[config.mk]
export PLATFORM = sky130hd
export DESIGN_NAME = modbus_ascii_read_link
export DESIGN_NICKNAME = d
export VERILOG_FILES = /design/src/design/mbar_pkg.sv /design/src/design/modbus_ascii_read_link.sv
export SDC_FILE = /design/constraint.sdc
export NUM_CORES = 1
export LEC_CHECK = 0
export BUFFER_PORTS_ARGS = -buffer_cell sky130_fd_sc_hd__buf_4
export CAP_MARGIN = 0
export CORE_ASPECT_RATIO = 0.5
export CORE_UTILIZATION = 53
export CTS_BUF_LIST = sky130_fd_sc_hd__clkbuf_8
export DETAILED_ROUTE_END_ITERATION = 10
export PLACE_DENSITY_LB_ADDON = 0.25
export SYNTH_ARGS = -nofsm -noshare
export SYNTH_HDL_FRONTEND = slang
export SYNTH_SLANG_ARGS = --single-unit
[constraint.sdc]
create_clock -name clock -period 5 [get_ports clock]
set_input_delay 1 -clock clock [delete_from_list [all_inputs] [get_ports clock]]
set_output_delay 1 -clock clock [all_outputs]
set_load 0.05 [all_outputs]
[src/design/mbar_pkg.sv]
// Shared constants, types and helper functions for the Modbus ASCII read link.
package mbar_pkg;

   // Field widths
   localparam int unsigned NODE_W     = 8;
   localparam int unsigned REG_W      = 16;
   localparam int unsigned CHAN_W     = 8;
   localparam int unsigned CHAR_W     = 8;
   localparam int unsigned DATA_W     = 32;
   localparam int unsigned POS_W      = 5;
   localparam int unsigned REQ_DATA_W = 32;
   localparam int unsigned RSP_DATA_W = 48;

   // Query frame: ':' + 14 hex digits + CR + LF
   localparam int unsigned NIB_COUNT = 14;
   localparam int unsigned NIB_IDX_W = 4;
   localparam int unsigned TXC_W     = 5;
   localparam logic [TXC_W-1:0] TXC_FIRST_HEX = 5'd1;
   localparam logic [TXC_W-1:0] TXC_LAST_HEX  = 5'd14;
   localparam logic [TXC_W-1:0] TXC_LF        = 5'd16;

   // Response parser positions
   localparam logic [POS_W-1:0] POS_START      = 5'd0;
   localparam logic [POS_W-1:0] POS_DATA_FIRST = 5'd7;
   localparam logic [POS_W-1:0] POS_DATA_END   = 5'd15;
   localparam logic [POS_W-1:0] POS_MAX        = 5'd31;

   // Protocol bytes and characters
   localparam logic [NODE_W-1:0] NODE_RESET  = 8'h01;
   localparam logic [7:0]        FUNC_READ_IR = 8'h04;
   localparam logic [7:0]        COUNT_HI     = 8'h00;
   localparam logic [7:0]        COUNT_LO     = 8'h02;
   localparam logic [CHAR_W-1:0] CH_COLON     = 8'h3A;
   localparam logic [CHAR_W-1:0] CH_CR        = 8'h0D;
   localparam logic [CHAR_W-1:0] CH_LF        = 8'h0A;

   // Operation selector on the request side
   typedef enum logic {
      OP_QUERY   = 1'b0,
      OP_RX_CHAR = 1'b1
   } op_type;

   // Result kind on the response side
   typedef enum logic {
      KIND_TX     = 1'b0,
      KIND_REPORT = 1'b1
   } kind_type;

   typedef struct packed {
      logic       valid;
      logic [3:0] value;
   } hex_digit_type;

   // Nibble to lowercase ASCII hex
   function automatic logic [CHAR_W-1:0] hex_char(input logic [3:0] nib);
      logic [CHAR_W-1:0] c;
      if (nib < 4'd10) begin
         c = 8'h30 + {4'd0, nib};
      end else begin
         c = 8'h57 + {4'd0, nib};
      end
      return c;
   endfunction

   // ASCII hex (either case) to nibble, with a valid flag
   function automatic hex_digit_type hex_decode(input logic [CHAR_W-1:0] c);
      hex_digit_type d;
      d.valid = 1'b1;
      d.value = 4'd0;
      if (c >= 8'h30 && c <= 8'h39) begin
         d.value = 4'(c - 8'h30);
      end else if (c >= 8'h61 && c <= 8'h66) begin
         d.value = 4'(c - 8'h57);
      end else if (c >= 8'h41 && c <= 8'h46) begin
         d.value = 4'(c - 8'h37);
      end else begin
         d.valid = 1'b0;
      end
      return d;
   endfunction

endpackage

[src/design/modbus_ascii_read_link.sv]
// Modbus ASCII read-input-register link: query framer and response parser.
//
// Each request item is either a query (tuser 0) or one received character
// (tuser 1). A received character updates the parser registers and, on
// LF, loads a report into the response register. A query loads its ':' at
// once and then drives the remaining 16 frame characters from the frame
// register one per cycle while the response side takes them; the request
// side is held until the frame's LF has been loaded. The response register
// decouples the two sides: a new item is taken in the same cycle as the
// waiting result is taken.
module modbus_ascii_read_link (
   input  logic        clock,
   input  logic        reset,
   // configuration
   input  logic        csr_write_enable,
   input  logic [7:0]  csr_write_data,     // node_address
   // request stream
   input  logic        req_tvalid,
   output logic        req_tready,
   input  logic [mbar_pkg::REQ_DATA_W-1:0] req_tdata, // register_base[15:0], channel_index, rx_char
   input  logic        req_tuser,          // operation
   // response stream
   output logic        rsp_tvalid,
   input  logic        rsp_tready,
   output logic [mbar_pkg::RSP_DATA_W-1:0] rsp_tdata, // tx_char[7:0], response_data, response_ok, zero pad
   output logic        rsp_tuser,          // kind
   output logic        rsp_tlast           // last
);

   // Request field split
   logic [mbar_pkg::REG_W-1:0]  req_base;
   logic [mbar_pkg::CHAN_W-1:0] req_chan;
   logic [mbar_pkg::CHAR_W-1:0] req_char;
   mbar_pkg::op_type            req_op;

   assign req_base = req_tdata[15:0];
   assign req_chan = req_tdata[23:16];
   assign req_char = req_tdata[31:24];
   assign req_op   = mbar_pkg::op_type'(req_tuser);

   // Registers
   logic [mbar_pkg::NODE_W-1:0]           node_ff;
   logic                                  tx_busy_ff, tx_busy_in;
   logic [mbar_pkg::TXC_W-1:0]            tx_count_ff, tx_count_in;
   logic [mbar_pkg::NIB_COUNT-1:0][3:0]   frame_ff, frame_in;
   logic [mbar_pkg::POS_W-1:0]            rx_pos_ff, rx_pos_in;
   logic [mbar_pkg::DATA_W-1:0]           rx_acc_ff, rx_acc_in;
   logic                                  rx_bad_ff, rx_bad_in;
   logic                                  rsp_valid_ff, rsp_valid_in;
   mbar_pkg::kind_type                    rsp_kind_ff, rsp_kind_in;
   logic [mbar_pkg::CHAR_W-1:0]           rsp_char_ff, rsp_char_in;
   logic                                  rsp_last_ff, rsp_last_in;
   logic [mbar_pkg::DATA_W-1:0]           rsp_data_ff, rsp_data_in;
   logic                                  rsp_ok_ff, rsp_ok_in;

   // Handshake
   logic out_free;
   logic req_accept;

   assign out_free   = !rsp_valid_ff || rsp_tready;
   assign req_tready = !tx_busy_ff && out_free;
   assign req_accept = req_tvalid && req_tready;

   // Query frame bytes and LRC
   logic [mbar_pkg::REG_W-1:0] q_addr;
   logic [7:0]                 q_sum;
   logic [7:0]                 q_lrc;

   assign q_addr = req_base + {8'd0, req_chan};
   assign q_sum  = node_ff + mbar_pkg::FUNC_READ_IR + q_addr[15:8] + q_addr[7:0]
                   + mbar_pkg::COUNT_HI + mbar_pkg::COUNT_LO;
   assign q_lrc  = 8'd0 - q_sum;

   // Current frame character while sending
   logic [mbar_pkg::NIB_IDX_W-1:0] nib_idx;
   logic [mbar_pkg::CHAR_W-1:0]    tx_sel_char;

   assign nib_idx = mbar_pkg::NIB_IDX_W'(tx_count_ff - mbar_pkg::TXC_FIRST_HEX);

   always_comb begin
      if ((tx_count_ff >= mbar_pkg::TXC_FIRST_HEX) && (tx_count_ff <= mbar_pkg::TXC_LAST_HEX)) begin
         tx_sel_char = mbar_pkg::hex_char(frame_ff[nib_idx]);
      end else if (tx_count_ff == mbar_pkg::TXC_LF) begin
         tx_sel_char = mbar_pkg::CH_LF;
      end else begin
         tx_sel_char = mbar_pkg::CH_CR;
      end
   end

   // Received character decode
   mbar_pkg::hex_digit_type rx_digit;
   logic                    rx_in_data;
   logic                    rx_ok;

   assign rx_digit   = mbar_pkg::hex_decode(req_char);
   assign rx_in_data = (rx_pos_ff >= mbar_pkg::POS_DATA_FIRST)
                       && (rx_pos_ff < mbar_pkg::POS_DATA_END);
   assign rx_ok      = !rx_bad_ff && (rx_pos_ff >= mbar_pkg::POS_DATA_END);

   // Next-state logic
   always_comb begin
      tx_busy_in   = tx_busy_ff;
      tx_count_in  = tx_count_ff;
      frame_in     = frame_ff;
      rx_pos_in    = rx_pos_ff;
      rx_acc_in    = rx_acc_ff;
      rx_bad_in    = rx_bad_ff;
      rsp_valid_in = rsp_valid_ff;
      rsp_kind_in  = rsp_kind_ff;
      rsp_char_in  = rsp_char_ff;
      rsp_last_in  = rsp_last_ff;
      rsp_data_in  = rsp_data_ff;
      rsp_ok_in    = rsp_ok_ff;

      if (out_free) begin
         rsp_valid_in = 1'b0;
      end

      if (tx_busy_ff && out_free) begin
         // next character of the frame in flight
         rsp_valid_in = 1'b1;
         rsp_kind_in  = mbar_pkg::KIND_TX;
         rsp_char_in  = tx_sel_char;
         rsp_last_in  = (tx_count_ff == mbar_pkg::TXC_LF);
         rsp_data_in  = '0;
         rsp_ok_in    = 1'b0;
         tx_count_in  = tx_count_ff + 5'd1;
         tx_busy_in   = (tx_count_ff != mbar_pkg::TXC_LF);
      end else if (req_accept) begin
         if (req_op == mbar_pkg::OP_QUERY) begin
            // start a frame: emit ':' now, keep the bytes for the rest
            rsp_valid_in = 1'b1;
            rsp_kind_in  = mbar_pkg::KIND_TX;
            rsp_char_in  = mbar_pkg::CH_COLON;
            rsp_last_in  = 1'b0;
            rsp_data_in  = '0;
            rsp_ok_in    = 1'b0;
            tx_busy_in   = 1'b1;
            tx_count_in  = mbar_pkg::TXC_FIRST_HEX;
            frame_in[0]  = node_ff[7:4];
            frame_in[1]  = node_ff[3:0];
            frame_in[2]  = mbar_pkg::FUNC_READ_IR[7:4];
            frame_in[3]  = mbar_pkg::FUNC_READ_IR[3:0];
            frame_in[4]  = q_addr[15:12];
            frame_in[5]  = q_addr[11:8];
            frame_in[6]  = q_addr[7:4];
            frame_in[7]  = q_addr[3:0];
            frame_in[8]  = mbar_pkg::COUNT_HI[7:4];
            frame_in[9]  = mbar_pkg::COUNT_HI[3:0];
            frame_in[10] = mbar_pkg::COUNT_LO[7:4];
            frame_in[11] = mbar_pkg::COUNT_LO[3:0];
            frame_in[12] = q_lrc[7:4];
            frame_in[13] = q_lrc[3:0];
         end else if (req_char == mbar_pkg::CH_LF) begin
            // end of line: report and restart the parser
            rsp_valid_in = 1'b1;
            rsp_kind_in  = mbar_pkg::KIND_REPORT;
            rsp_char_in  = '0;
            rsp_last_in  = 1'b0;
            rsp_data_in  = rx_ok ? rx_acc_ff : '0;
            rsp_ok_in    = rx_ok;
            rx_pos_in    = mbar_pkg::POS_START;
            rx_acc_in    = '0;
            rx_bad_in    = 1'b0;
         end else begin
            // position-indexed parse of one character
            if (rx_pos_ff == mbar_pkg::POS_START) begin
               if (req_char != mbar_pkg::CH_COLON) begin
                  rx_bad_in = 1'b1;
               end
            end else if (rx_in_data) begin
               if (rx_digit.valid) begin
                  rx_acc_in = {rx_acc_ff[mbar_pkg::DATA_W-5:0], rx_digit.value};
               end else begin
                  rx_bad_in = 1'b1;
               end
            end
            if (rx_pos_ff != mbar_pkg::POS_MAX) begin
               rx_pos_in = rx_pos_ff + 5'd1;
            end
         end
      end
   end

   // Control registers
   always_ff @(posedge clock) begin
      if (reset) begin
         node_ff      <= mbar_pkg::NODE_RESET;
         tx_busy_ff   <= 1'b0;
         tx_count_ff  <= '0;
         rx_pos_ff    <= mbar_pkg::POS_START;
         rx_acc_ff    <= '0;
         rx_bad_ff    <= 1'b0;
         rsp_valid_ff <= 1'b0;
      end else begin
         if (csr_write_enable) begin
            node_ff <= csr_write_data;
         end
         tx_busy_ff   <= tx_busy_in;
         tx_count_ff  <= tx_count_in;
         rx_pos_ff    <= rx_pos_in;
         rx_acc_ff    <= rx_acc_in;
         rx_bad_ff    <= rx_bad_in;
         rsp_valid_ff <= rsp_valid_in;
      end
   end

   // Payload registers
   always_ff @(posedge clock) begin
      frame_ff    <= frame_in;
      rsp_kind_ff <= rsp_kind_in;
      rsp_char_ff <= rsp_char_in;
      rsp_last_ff <= rsp_last_in;
      rsp_data_ff <= rsp_data_in;
      rsp_ok_ff   <= rsp_ok_in;
   end

   // Outputs
   assign rsp_tvalid = rsp_valid_ff;
   assign rsp_tuser  = rsp_kind_ff;
   assign rsp_tlast  = rsp_last_ff;
   assign rsp_tdata  = {7'd0, rsp_ok_ff, rsp_data_ff, rsp_char_ff};

   // Checks
   a_last_is_lf: assert property (@(posedge clock) disable iff (reset)
      (rsp_valid_ff && rsp_last_ff) |->
         (rsp_kind_ff == mbar_pkg::KIND_TX && rsp_char_ff == mbar_pkg::CH_LF))
      else $error("tlast on a result that is not the frame LF");

   a_busy_keeps_output: assert property (@(posedge clock) disable iff (reset)
      (tx_busy_ff && out_free) |=> rsp_valid_ff)
      else $error("frame in flight left the response register empty");

   a_pos_saturates: assert property (@(posedge clock) disable iff (reset)
      (req_accept && req_op == mbar_pkg::OP_RX_CHAR && req_char != mbar_pkg::CH_LF
       && rx_pos_ff == mbar_pkg::POS_MAX) |=> (rx_pos_ff == mbar_pkg::POS_MAX))
      else $error("receive position wrapped");

   a_report_ok_data: assert property (@(posedge clock) disable iff (reset)
      (rsp_valid_ff && rsp_kind_ff == mbar_pkg::KIND_REPORT && !rsp_ok_ff)
         |-> (rsp_data_ff == '0))
      else $error("bad report carries data");

   a_query_blocks: assert property (@(posedge clock) disable iff (reset)
      (req_accept && req_op == mbar_pkg::OP_QUERY) |=> (tx_busy_ff && !req_tready))
      else $error("request taken while a query frame is in flight");

endmodule

# After elaboration in Yosys (flattened, before gate mapping)

Cells that the tools add are included.

Bitwise gates (word level): 2
Order comparisons: 13
Reductions and logical operators: 26
$add $sub $neg: 14
Equal/unequal tests: 11
Muxes and demuxes: 48

Operators by type and width:

| cell                  | number |
|---|---|
| $mux W32              | 7 |
| $mux W8               | 6 |
| $mux W5               | 5 |
| $mux W1               | 24 |
| $add A16 B8 Y16       | 1 |
| $add A8 B8 Y8         | 2 |
| $bmux W4 S4           | 1 |
| $ge A8 B7 Y1 const B  | 2 |
| $le A8 B7 Y1 const B  | 2 |
| $mux W4               | 4 |
| $reduce_and A6 Y1     | 2 |
| $add A5 B1 Y5 const B | 2 |
| $ne A5 B5 Y1 const B  | 2 |
| $logic_and A1 B1 Y1   | 9 |
| $add A7 B4 Y8 const A | 1 |
| $add A8 B2 Y8 const B | 1 |
| $add A8 B3 Y8 const B | 1 |
| $eq A8 B4 Y1 const B  | 1 |
| $ge A8 B6 Y1 const B  | 1 |
| $le A8 B6 Y1 const B  | 1 |
| $ne A8 B6 Y1 const B  | 1 |
| $reduce_bool A2 Y1    | 4 |
| $sub A1 B8 Y8 const A | 1 |
| $sub A4 B1 Y4 const B | 2 |
| other kinds (23)      | 31 |

Bits of input ports: 46
Register bits: 128
Logic and storage cells: 134
Output and inout bits: 52

# Logic depth before layout (Yosys ltp)

Gate-level depths: netlist of run 1.

Word-level depth: 9
Gate-level depth with buffers: 21

# Worst setup path after synthesis of run 1

OpenSTA, ideal clock, no wires.

Kind: input to register
Start: input req_tdata[0] (netlist name)
End: register frame_ff[51] (netlist name), data pin
Slack: 0.079 ns
Path buffers: 0
Cell stages on the path: 21
Arrival time: 4.661 ns
Path through: ha_1 > inv_1 > fa_1 > nor2b_1 > o21ai_0 > a21boi_0 > o21ai_0 > a21oi_1 > nand3_1 > xnor2_1 > ha_1 > inv_1 > fa_1 > fa_1 > a21oi_1 > nor2_1 > nor2_1 > o21bai_1 > a21oi_1 > xnor2_1 > xnor2_1

Cells in the longest elaborated chain, start to end: 5

RTL lines:

| element                     | RTL line                      | text |
|---|---|---|
| from (decl)                 | modbus_ascii_read_link.sv:20  | `input logic [mbar_pkg::REQ_DATA_W-1:0] req_tdata,` |
| $add A16 B8 Y16             | modbus_ascii_read_link.sv:69  | `assign q_addr = req_base + {8'd0, req_chan};` |
| net q_addr, one bit         | modbus_ascii_read_link.sv:65  | `logic [mbar_pkg::REG_W-1:0] q_addr;` |
| $add A8 B8 Y8 (2 in series) | modbus_ascii_read_link.sv:70  | `assign q_sum = node_ff + mbar_pkg::FUNC_READ_IR + q_addr[15:8] + q_addr[7:0]` |
| $add A8 B2 Y8               | modbus_ascii_read_link.sv:71  | `+ mbar_pkg::COUNT_HI + mbar_pkg::COUNT_LO;` |
| $sub A1 B8 Y8               | modbus_ascii_read_link.sv:72  | `assign q_lrc = 8'd0 - q_sum;` |
| net q_lrc[7]                | modbus_ascii_read_link.sv:67  | `logic [7:0] q_lrc;` |
| to (signal assigned)        | modbus_ascii_read_link.sv:210 | `frame_ff <= frame_in;` |
| to (decl)                   | modbus_ascii_read_link.sv:45  | `logic [mbar_pkg::NIB_COUNT-1:0][3:0] frame_ff, frame_in;` |

The timed path passes the listed nets, and every way through them passes these cells.
A chain may end at the register's enable or synchronous reset.

# Final worst setup path of run 1

Ends and elaborated chain as after synthesis.

==> results.md, run 1 <==
- Top-area cell type share of the netlist area: 0.284
- Global-route usage over all layers: 0.218
- Vias: 4436
- Worst-margin pin slew: 1230 ps
- Min cycle time layout: 4630 ps
- Maximum root-to-sink buffer count: 2
- Synth top area cells: dfxtp_1 (28%), edfxtp_1 (20%), a22o_1 (8.6%)
- Initial core utilization: 0.551
- Reg2reg setup slack: 1800 ps
- Hold Vio Cnt, Final: 0
- Fillers: 915
- Clk sinks: 127
- GP Congestion: 0.875
- Largest stage delay on the critical path: 470 ps
- Critical Path RT: 5200 ps
- Synth Instances: 550
- CP cell instances: buf_4, ha_1, inv_1, fa_1, nor2b_1, o21ai_0, a21boi_1, o21ai_0, a21oi_1, nand3_1, xnor2_2, ha_1, inv_1, fa_1, fa_2, a21oi_1, nor2_1, nor2_1, o21bai_1, a21oi_1, xnor2_1, xnor2_1
- Setup violations, final: 0
- Yosys Warn Count: 0
- WS Path Type: in2reg
- Leakage: 3.12 nW
- Post-synthesis sequential area ratio: 0.479
- DR WL/cell: 15.1 um
- Slew HR: 0.182
- Worst hold path type: reg2reg
- Yosys reg bits: 127
- Finished Layout Cells: 808
- First-pass GRT wire length: 20500 um
- DRT Pass-1 Iters: 5
- Pin count of the biggest net entering global routing: 34
- Setup Skew: 9.62 ps
- Post-CTS Hold Buffers: 0
- Detail Placement HPWL: 8820 um
- Async SR Flop Fraction: 0
- Die ar.: 12000 sq um
- Die H: 78.1 um
- Num rows: 27
- CTS clk-pin slew, worst paths: 80 ps
- Synthesized cell area: 6140 sq um
- F_max: 0.216 GHz
- Vias in the first global route: 4275
- Die X: 154 um
- DRC violations left: 0
- Max-Cap Viols: 0
- Placed insts: 775
- Grt ovf: 0
- Clock Latency Late Sink: 440 ps
- Pins Over Slew Limit: 0
- Worst Setup End Kind: flip-flop
- Crit Path Max Fanout: 2
- Total Wirelength: 12200 um
- Area grow syn2layout: 19.4%
- Peak VDD IR: 0.000167 V
- Total CTS buffers: 17
- Synth area leader: dfxtp_1
- Critical-path top delay cell: fa_1
- Synth Area per Inst: 11.2 sq um
- Dominant synthesized flop cell: dfxtp_1
- Final ANT Viol Nets: 0
- Final worst slack: 370 ps
- Initial antenna violation count: 0
- Io pins: 98
- Yosys cell types: 68
- Final core occ: 0.658
- H-tree depth: 4
- Post-synth EDFFs: 40
- WHS: 451 ps
- Port bufs: 89
- Share of cells above drive strength 1: 0.246
- Storage cell area: 2940 sq um
- Pwr/cell area: 351 nW/um^2
- RSZ-0062 raised after global routing: no
- Startpoint Class: primary input
- Iter 0 DRT Violations: 163
- Final net count: 740
- Post-Place Setup Slack: -186 ps
- Core ar.: 11100 sq um
- Ant diodes: 0
- CTS tree: yes
- CTS root buf: clkbuf_8
- Most common cell on crit path: a21oi_1
- Vias per cell: 5.49
- Status: complete, no violations
- Final period utilization: 0.926
- Worst EP arrival: 4830 ps
- Multi-input logic area: 2910 sq um
==> flip-flops by register name (all words and copies together), names as in the netlist, 5 cells and up <==
name and cells:
frame_ff 32, rsp_data_ff 32, tx_count_ff 5, rsp_char_ff 7
rx_acc_ff 32, rx_pos_ff 5, node_ff 8
==> critical path, delay by kind of cell <==
family	cells	cell delay (ps)
AND/OR/NAND/NOR	4	440
XOR/XNOR	3	400
buffers and inverters	3	220
AO/OA/AOI/OAI	7	1020
adder cells (fa/ha/maj)	5	1730
==> cell usage in the layout, fill, tap and decap left out, types with 3 or more instances in the layout <==
cell type / instances
a31oi_1: 3
xor2_1: 8
conb_1: 8
and2_1: 3
nor2b_1: 4
mux4_2: 4
nor3b_1: 3
mux2_2: 4
buf_4: 103
a22oi_1: 4
nand2b_1: 6
ha_1: 36
mux2i_1: 13
a21oi_1: 21
nor2_1: 36
a22o_1: 60
nor3_1: 8
fa_1: 7
edfxtp_1: 40
a211o_1: 3
nand2_1: 25
xnor2_1: 20
nand3_1: 14
inv_6: 8
dfxtp_1: 87
clkbuf_8: 17
inv_1: 39
o211a_1: 3
a21o_1: 6
o21ai_0: 10
nand4_1: 5
==> where the power goes <==
group          internal (mW)  switching (mW)  total [mW]
clock                  0.408           0.454       0.862
sequential              1.13          0.0164        1.15
combinational          0.245           0.319       0.564
total                   1.79           0.789        2.57
==> cells in the mapped netlist, types with 4 or more instances <==
cell      number
nand2_1       25
clkbuf_1       8
a22o_1        60
nor2_1        36
nor2b_1        4
a21oi_1       22
nor3_1         8
dfxtp_1       87
a21o_1         6
fa_1           8
xnor2_1       21
mux4_2         4
nand3_1       14
buf_4          9
mux2i_1       13
o21ai_0       10
nand2b_1       6
buf_2          6
ha_1          36
buf_6          4
xor2_1         8
inv_1         39
a22oi_1        4
nand4_1        5
edfxtp_1      40
mux2_2         4
==> kinds of logic after synthesis <==
logic type	Yosys count	share of synthesized area
and+or+nand+nor	124	0.111
xor gates and xnor gates	29	0.0414
muxes	21	0.0432
DFF	127	0.479
AOI/OAI and AO/OA	136	0.172
buffers and inverters	68	0.0532
other	1	0.000611
adders and majority gates	44	0.0994
==> per-stage QoR <==
step / TNS, ps / power (mW) / area [sq um]
6_report: 0 / 2.57 / 7330
5_1_grt: 0 / 2.71 / 7330
4_1_cts: 0 / 2.59 / 7320
3_5_place_dp: -186 / 1.73 / 6940
3_3_place_gp: -52.7 / 1.72 / 6940
2_1_floorplan: 0 / 1.58 / 6170
==> final timing paths <==
kind,startpoint,cells past startpoint,to
max,req_tdata[0],22,frame_ff[51]$_DFFE_PP_
min,node_ff[0]$_SDFFE_PP1P_,0,frame_ff[4]$_DFFE_PP_
max reg2reg,tx_count_ff[0]$_SDFFE_PP0P_,12,rsp_char_ff[2]$_SDFFCE_PN0P_
min reg2reg,node_ff[0]$_SDFFE_PP1P_,0,frame_ff[4]$_DFFE_PP_
==> per-layer routing <==
| metal | wire [um] | vias to the layer above | GRT usage |
|---|---|---|---|
| li1 | - | 2186 | - |
| met1 | 5670 | 2116 | 0.277 |
| met2 | 5770 | 116 | 0.358 |
| met3 | 590 | 18 | 0.0641 |
| met4 | 154 | 0 | 0.0720 |
| met5 | 0 | - | 0 |
==> area by class of cell <==
type / instances / share of cell area
sequential: 127 / 0.401
clock buffer: 17 / 0.0319
tap: 145 / 0.0247
multi-input combinational: 362 / 0.397
timing repair buffer: 103 / 0.105
clock inverter: 15 / 0.0198
inverter: 39 / 0.0200
==> what timing repair did <==
action / CTS / global route
hold endpoints to repair: 0 / 0
gates resized for setup: 0 / 3
setup buffers: 0 / 1
endpoints found under the setup margin: 0 / 1
Power figures use the tool's default switching activity.
==> run 2: changes to the inputs <==
Settings changed: CELL_PAD_IN_SITES_DETAIL_PLACEMENT set to 1, CELL_PAD_IN_SITES_GLOBAL_PLACEMENT set to 2, CORE_UTILIZATION 53 to 35.
==> results.md, run 2 (synthesis gave the netlist of run 1 again) <==
- Core ar.: 16800 sq um
- Maximum root-to-sink buffer count: 2
- Ant diodes: 0
- Final net count: 742
- Global-route usage over all layers: 0.167
- Setup violations, final: 0
- Commonest non-fill, non-tap cell in the layout: buf_4
- Status: complete, no violations
- Post-place instance area: 7060 sq um
- Setup TNS: 0 ps
- Worst EP arrival: 4800 ps
- Final period utilization: 0.924
- Clk sinks: 127
- Final core occ: 0.446
- Die X: 189 um
- Peak VDD IR: 0.000144 V
- Crit Path Max Fanout: 2
- Io pins: 98
- Area grow syn2layout: 21.7%
- Clock Latency Late Sink: 440 ps
- Pin count of the biggest net entering global routing: 35
- Total CTS buffers: 17
- Max-Cap Viols: 0
- Most frequent cells in the layout: buf_4 (105), dfxtp_1 (87), a22o_1 (60), edfxtp_1 (40), inv_1 (39)
- Port bufs: 89
- Final ANT Viol Nets: 0
- Iter 0 DRT Violations: 176
- First-pass GRT wire length: 23400 um
- Pins Over Slew Limit: 0
- Slew HR: 0.561
- Critical-path top delay cell: fa_1
- Startpoint Class: primary input
- Detail Placement HPWL: 10600 um
- Die H: 95.7 um
- RSZ-0062 raised after global routing: no
- Worst-margin pin slew: 657 ps
- CTS root buf: clkbuf_8
- Vias: 4509
- Critical Path RT: 5180 ps
- Die ar.: 18100 sq um
- Hold Vio Cnt, Final: 0
- Pwr/cell area: 352 nW/um^2
- WS Path Type: in2reg
- DR WL/cell: 16.1 um
- Num rows: 33
- GP Congestion: 0.780
- Final instance area: 7470 sq um
- Grt ovf: 0
- Vias per cell: 5.05
- Initial core utilization: 0.366
- Initial antenna violation count: 0
- Setup Skew: 15.4 ps
- Largest regs: frame_ff x32, rsp_data_ff x32, rx_acc_ff x32
- Worst Setup End Kind: flip-flop
- CTS tree: yes
- Post-CTS Hold Buffers: 0
- H-tree depth: 4
- Min cycle time layout: 4620 ps
- Share of cells above drive strength 1: 0.250
- Largest stage delay on the critical path: 450 ps
- CTS clk-pin slew, worst paths: 80 ps
- Leakage: 3.13 nW
- Worst hold path type: reg2reg
- F_max: 0.216 GHz
- DRC violations left: 0
- DRT Pass-1 Iters: 4
- Vias in the first global route: 4558
- Total Wirelength: 14400 um
- CP cell instances: buf_4, ha_1, inv_1, fa_1, nor2b_1, o21ai_0, a21boi_1, o21ai_0, a21oi_1, nand3_1, xnor2_2, ha_1, inv_1, fa_1, fa_2, a21oi_1, nor2_1, nor2_1, o21bai_1, a21oi_2, xnor2_1, xnor2_1
[run 2: cell count changes in the layout (fill, tap and decap cells not counted), moves of 2 or more]
cell      change
inv_6         -3
clkinv_8      +3
clkinv_2      -2
inv_8         +3
buf_4         +2
[run 2: worst paths after layout]
check | start | to | slack (ps) | depth (start not counted)
worst min register to register | node_ff[0]$_SDFFE_PP1P_ | frame_ff[4]$_DFFE_PP_ | 440 | 0
worst max-delay path | req_tdata[0] | frame_ff[51]$_DFFE_PP_ | 380 | 22
worst max register to register | tx_count_ff[0]$_SDFFE_PP0P_ | rsp_char_ff[2]$_SDFFCE_PN0P_ | 1620 | 12
worst min-delay path | node_ff[0]$_SDFFE_PP1P_ | frame_ff[4]$_DFFE_PP_ | 440 | 0
[run 2: layout make-up]
class | instances | area (sq um)
fillers | 1851 | 9290
flip-flops and latches | 127 | 2940
inverters | 39 | 146
well taps | 227 | 284
repair buffers | 105 | 788
clock inverters | 15 | 163
multi-input cells | 362 | 2920
clock buffers | 17 | 234
[run 2: metal layers]
metal	global-route usage	share of wire
met1	0.209	0.47
met2	0.288	0.48
met5	0	0
met3	0.0397	0.037
met4	0.0470	0.011
[run 2: worst max-delay path, delay by kind of cell]
family	cells	cell delay [ps]
adders and majority gates	5	1680
AOI/OAI and AO/OA	7	1030
and+or+nand+nor	4	480
xor gates and xnor gates	3	410
buffers and inverters	3	210
[run 2: stage by stage]
stage	hold slack [ps]	cells	setup WS [ps]	total power, mW
after floorplan	408	557	78.9	1.58
final	436	892	378	2.63
after detailed placement	416	859	-227	1.76
after CTS	437	891	232	2.65
after global routing	443	892	16.0	2.78
after global placement	418	859	-44.8	1.74
[run 2: report_power, final]
group	leakage (nW)	switching [mW]	total [mW]	internal, mW
Sequential	1.08	0.0171	1.15	1.13
Combinational	1.85	0.336	0.594	0.259
Clock	0.198	0.512	0.890	0.377
[run 2: repair_timing]
action,in CTS,in global routing
resized for setup,0,4
setup buffers,0,1
endpoints found under the setup margin,0,1
==> run 3: changes to the inputs <==
Settings changed: PLACE_DENSITY_LB_ADDON 0.25 to 0.1.
==> results.md, run 3 (synthesis gave the netlist of run 1 again) <==
- Status: complete, no violations
- Crit Path Max Fanout: 2
- Leakage: 3.13 nW
- Most frequent cells in the layout: buf_4 (106), dfxtp_1 (87), a22o_1 (60), edfxtp_1 (40), inv_1 (39)
- Maximum root-to-sink buffer count: 2
- Share of cells above drive strength 1: 0.249
- Die H: 95.7 um
- Peak VDD IR: 0.000156 V
- Worst hold path type: reg2reg
- Placed insts: 861
- Total CTS buffers: 17
- Largest regs: frame_ff x32, rsp_data_ff x32, rx_acc_ff x32
- Commonest non-fill, non-tap cell in the layout: buf_4
- Storage cell area: 2940 sq um
- Final ANT Viol Nets: 0
- Vias in the first global route: 4563
- Clock Latency Late Sink: 450 ps
- Max-Cap Viols: 0
- Setup Skew: 22.8 ps
- Port bufs: 89
- Clk sinks: 127
- Worst-margin pin slew: 650 ps
- Ant diodes: 0
- Critical Path RT: 5190 ps
- Die X: 189 um
- Global-route usage over all layers: 0.171
- Worst Setup End Kind: flip-flop
- Worst EP arrival: 4920 ps
- Iter 0 DRT Violations: 126
- Core ar.: 16800 sq um
- Total Wirelength: 14700 um
- Multi-input logic area: 2910 sq um
- Vias per cell: 4.96
- WS Path Type: in2reg
- Io pins: 98
- Area grow syn2layout: 21.4%
- Pins Over Slew Limit: 0
- Post-CTS setup buffers: 0
- CTS tree: yes
- HP Start: node_ff[0]$_SDFFE_PP1P_
- Pwr/cell area: 351 nW/um^2
- WHS: 441 ps
- First-pass GRT wire length: 23900 um
- Setup violations, final: 0
- Detail Placement HPWL: 10700 um
- Final net count: 743
- DR WL/cell: 16.4 um
- Num rows: 33
- Die ar.: 18100 sq um
- Worst setup path start: req_tdata[0]
- F_max: 0.211 GHz
- Grt ovf: 0
- GP Congestion: 0.751
- CTS root buf: clkbuf_8
- Min cycle time layout: 4730 ps
- Hold Vio Cnt, Final: 0
- H-tree depth: 4
- DRT Pass-1 Iters: 4
- CTS clk-pin slew, worst paths: 90 ps
- DRC violations left: 0
- Fillers: 1887
- Worst r2r src: tx_count_ff[0]$_SDFFE_PP0P_
- Pin count of the biggest net entering global routing: 35
- Initial antenna violation count: 0
- RSZ-0062 raised after global routing: no
- Vias: 4428
- Slew HR: 0.566
- Startpoint Class: primary input
- Initial core utilization: 0.366
- Final period utilization: 0.946
- Finished Layout Cells: 893
[run 3: report_power, final]
part | internal [mW] | leakage (nW) | total, mW | switching (mW)
clock | 0.371 | 0.195 | 0.873 | 0.502
combinational | 0.260 | 1.85 | 0.599 | 0.339
sequential | 1.13 | 1.08 | 1.15 | 0.0163
total | 1.76 | 3.13 | 2.62 | 0.858
[run 3: repair_timing]
item | in CTS | in global routing
endpoints found under the setup margin | 0 | 1
hold buffers | 0 | 0
gates resized for setup | 0 | 3
[run 3: metal layers]
metal | vias up | track usage | part of all wire
met5 | - | 0 | 0
met4 | 0 | 0.0504 | 0.0085
met3 | 13 | 0.0353 | 0.031
met2 | 79 | 0.306 | 0.48
met1 | 2146 | 0.209 | 0.48
li1 | 2190 | - | -
[run 3: critical path: stages]
cell and delay [ps]:
buf_4 80, ha_1 150, inv_1 60, fa_1 380, nor2b_1 120, o21ai_0 100, a21boi_1 200, o21ai_0 120
a21oi_1 220, nand3_1 150, xnor2_2 160, ha_1 280, inv_1 50, fa_1 500, fa_1 460, a21oi_1 190
nor2_1 60, nor2_1 150, o21bai_1 100, a21oi_2 150, xnor2_1 140, xnor2_1 90
[run 3: final timing paths]
kind                                                 end  slack (ps)  cells past startpoint
worst max-delay path              frame_ff[51]$_DFFE_PP_         270                     22
worst min-delay path               frame_ff[4]$_DFFE_PP_         440                      0
worst max register to register  rsp_char_ff[1]$_DFFE_PP_        1660                     11
worst min register to register     frame_ff[4]$_DFFE_PP_         440                      0
[run 3: per-stage QoR]
step                total power [mW]   util  cell area, sq um  TNS [ps]  setup slack [ps]
floorplan                       1.58      -              6170         0              78.9
detailed placement              1.77  0.422              7070      -179              -179
global route                    2.77  0.445              7460         0              25.9
CTS                             2.65  0.444              7450         0               243
global placement                1.76  0.422              7070     -56.6             -56.6
finish                          2.62  0.445              7460         0               272
[run 3: layout make-up]
| type | instances | share of cell area |
|---|---|---|
| clock buffers | 17 | 0.0314 |
| clock inverters | 15 | 0.0190 |
| inverters | 39 | 0.0196 |
| multi-input cells | 362 | 0.391 |
| flip-flops and latches | 127 | 0.395 |
| well taps | 227 | 0.0381 |
| repair buffers | 106 | 0.107 |
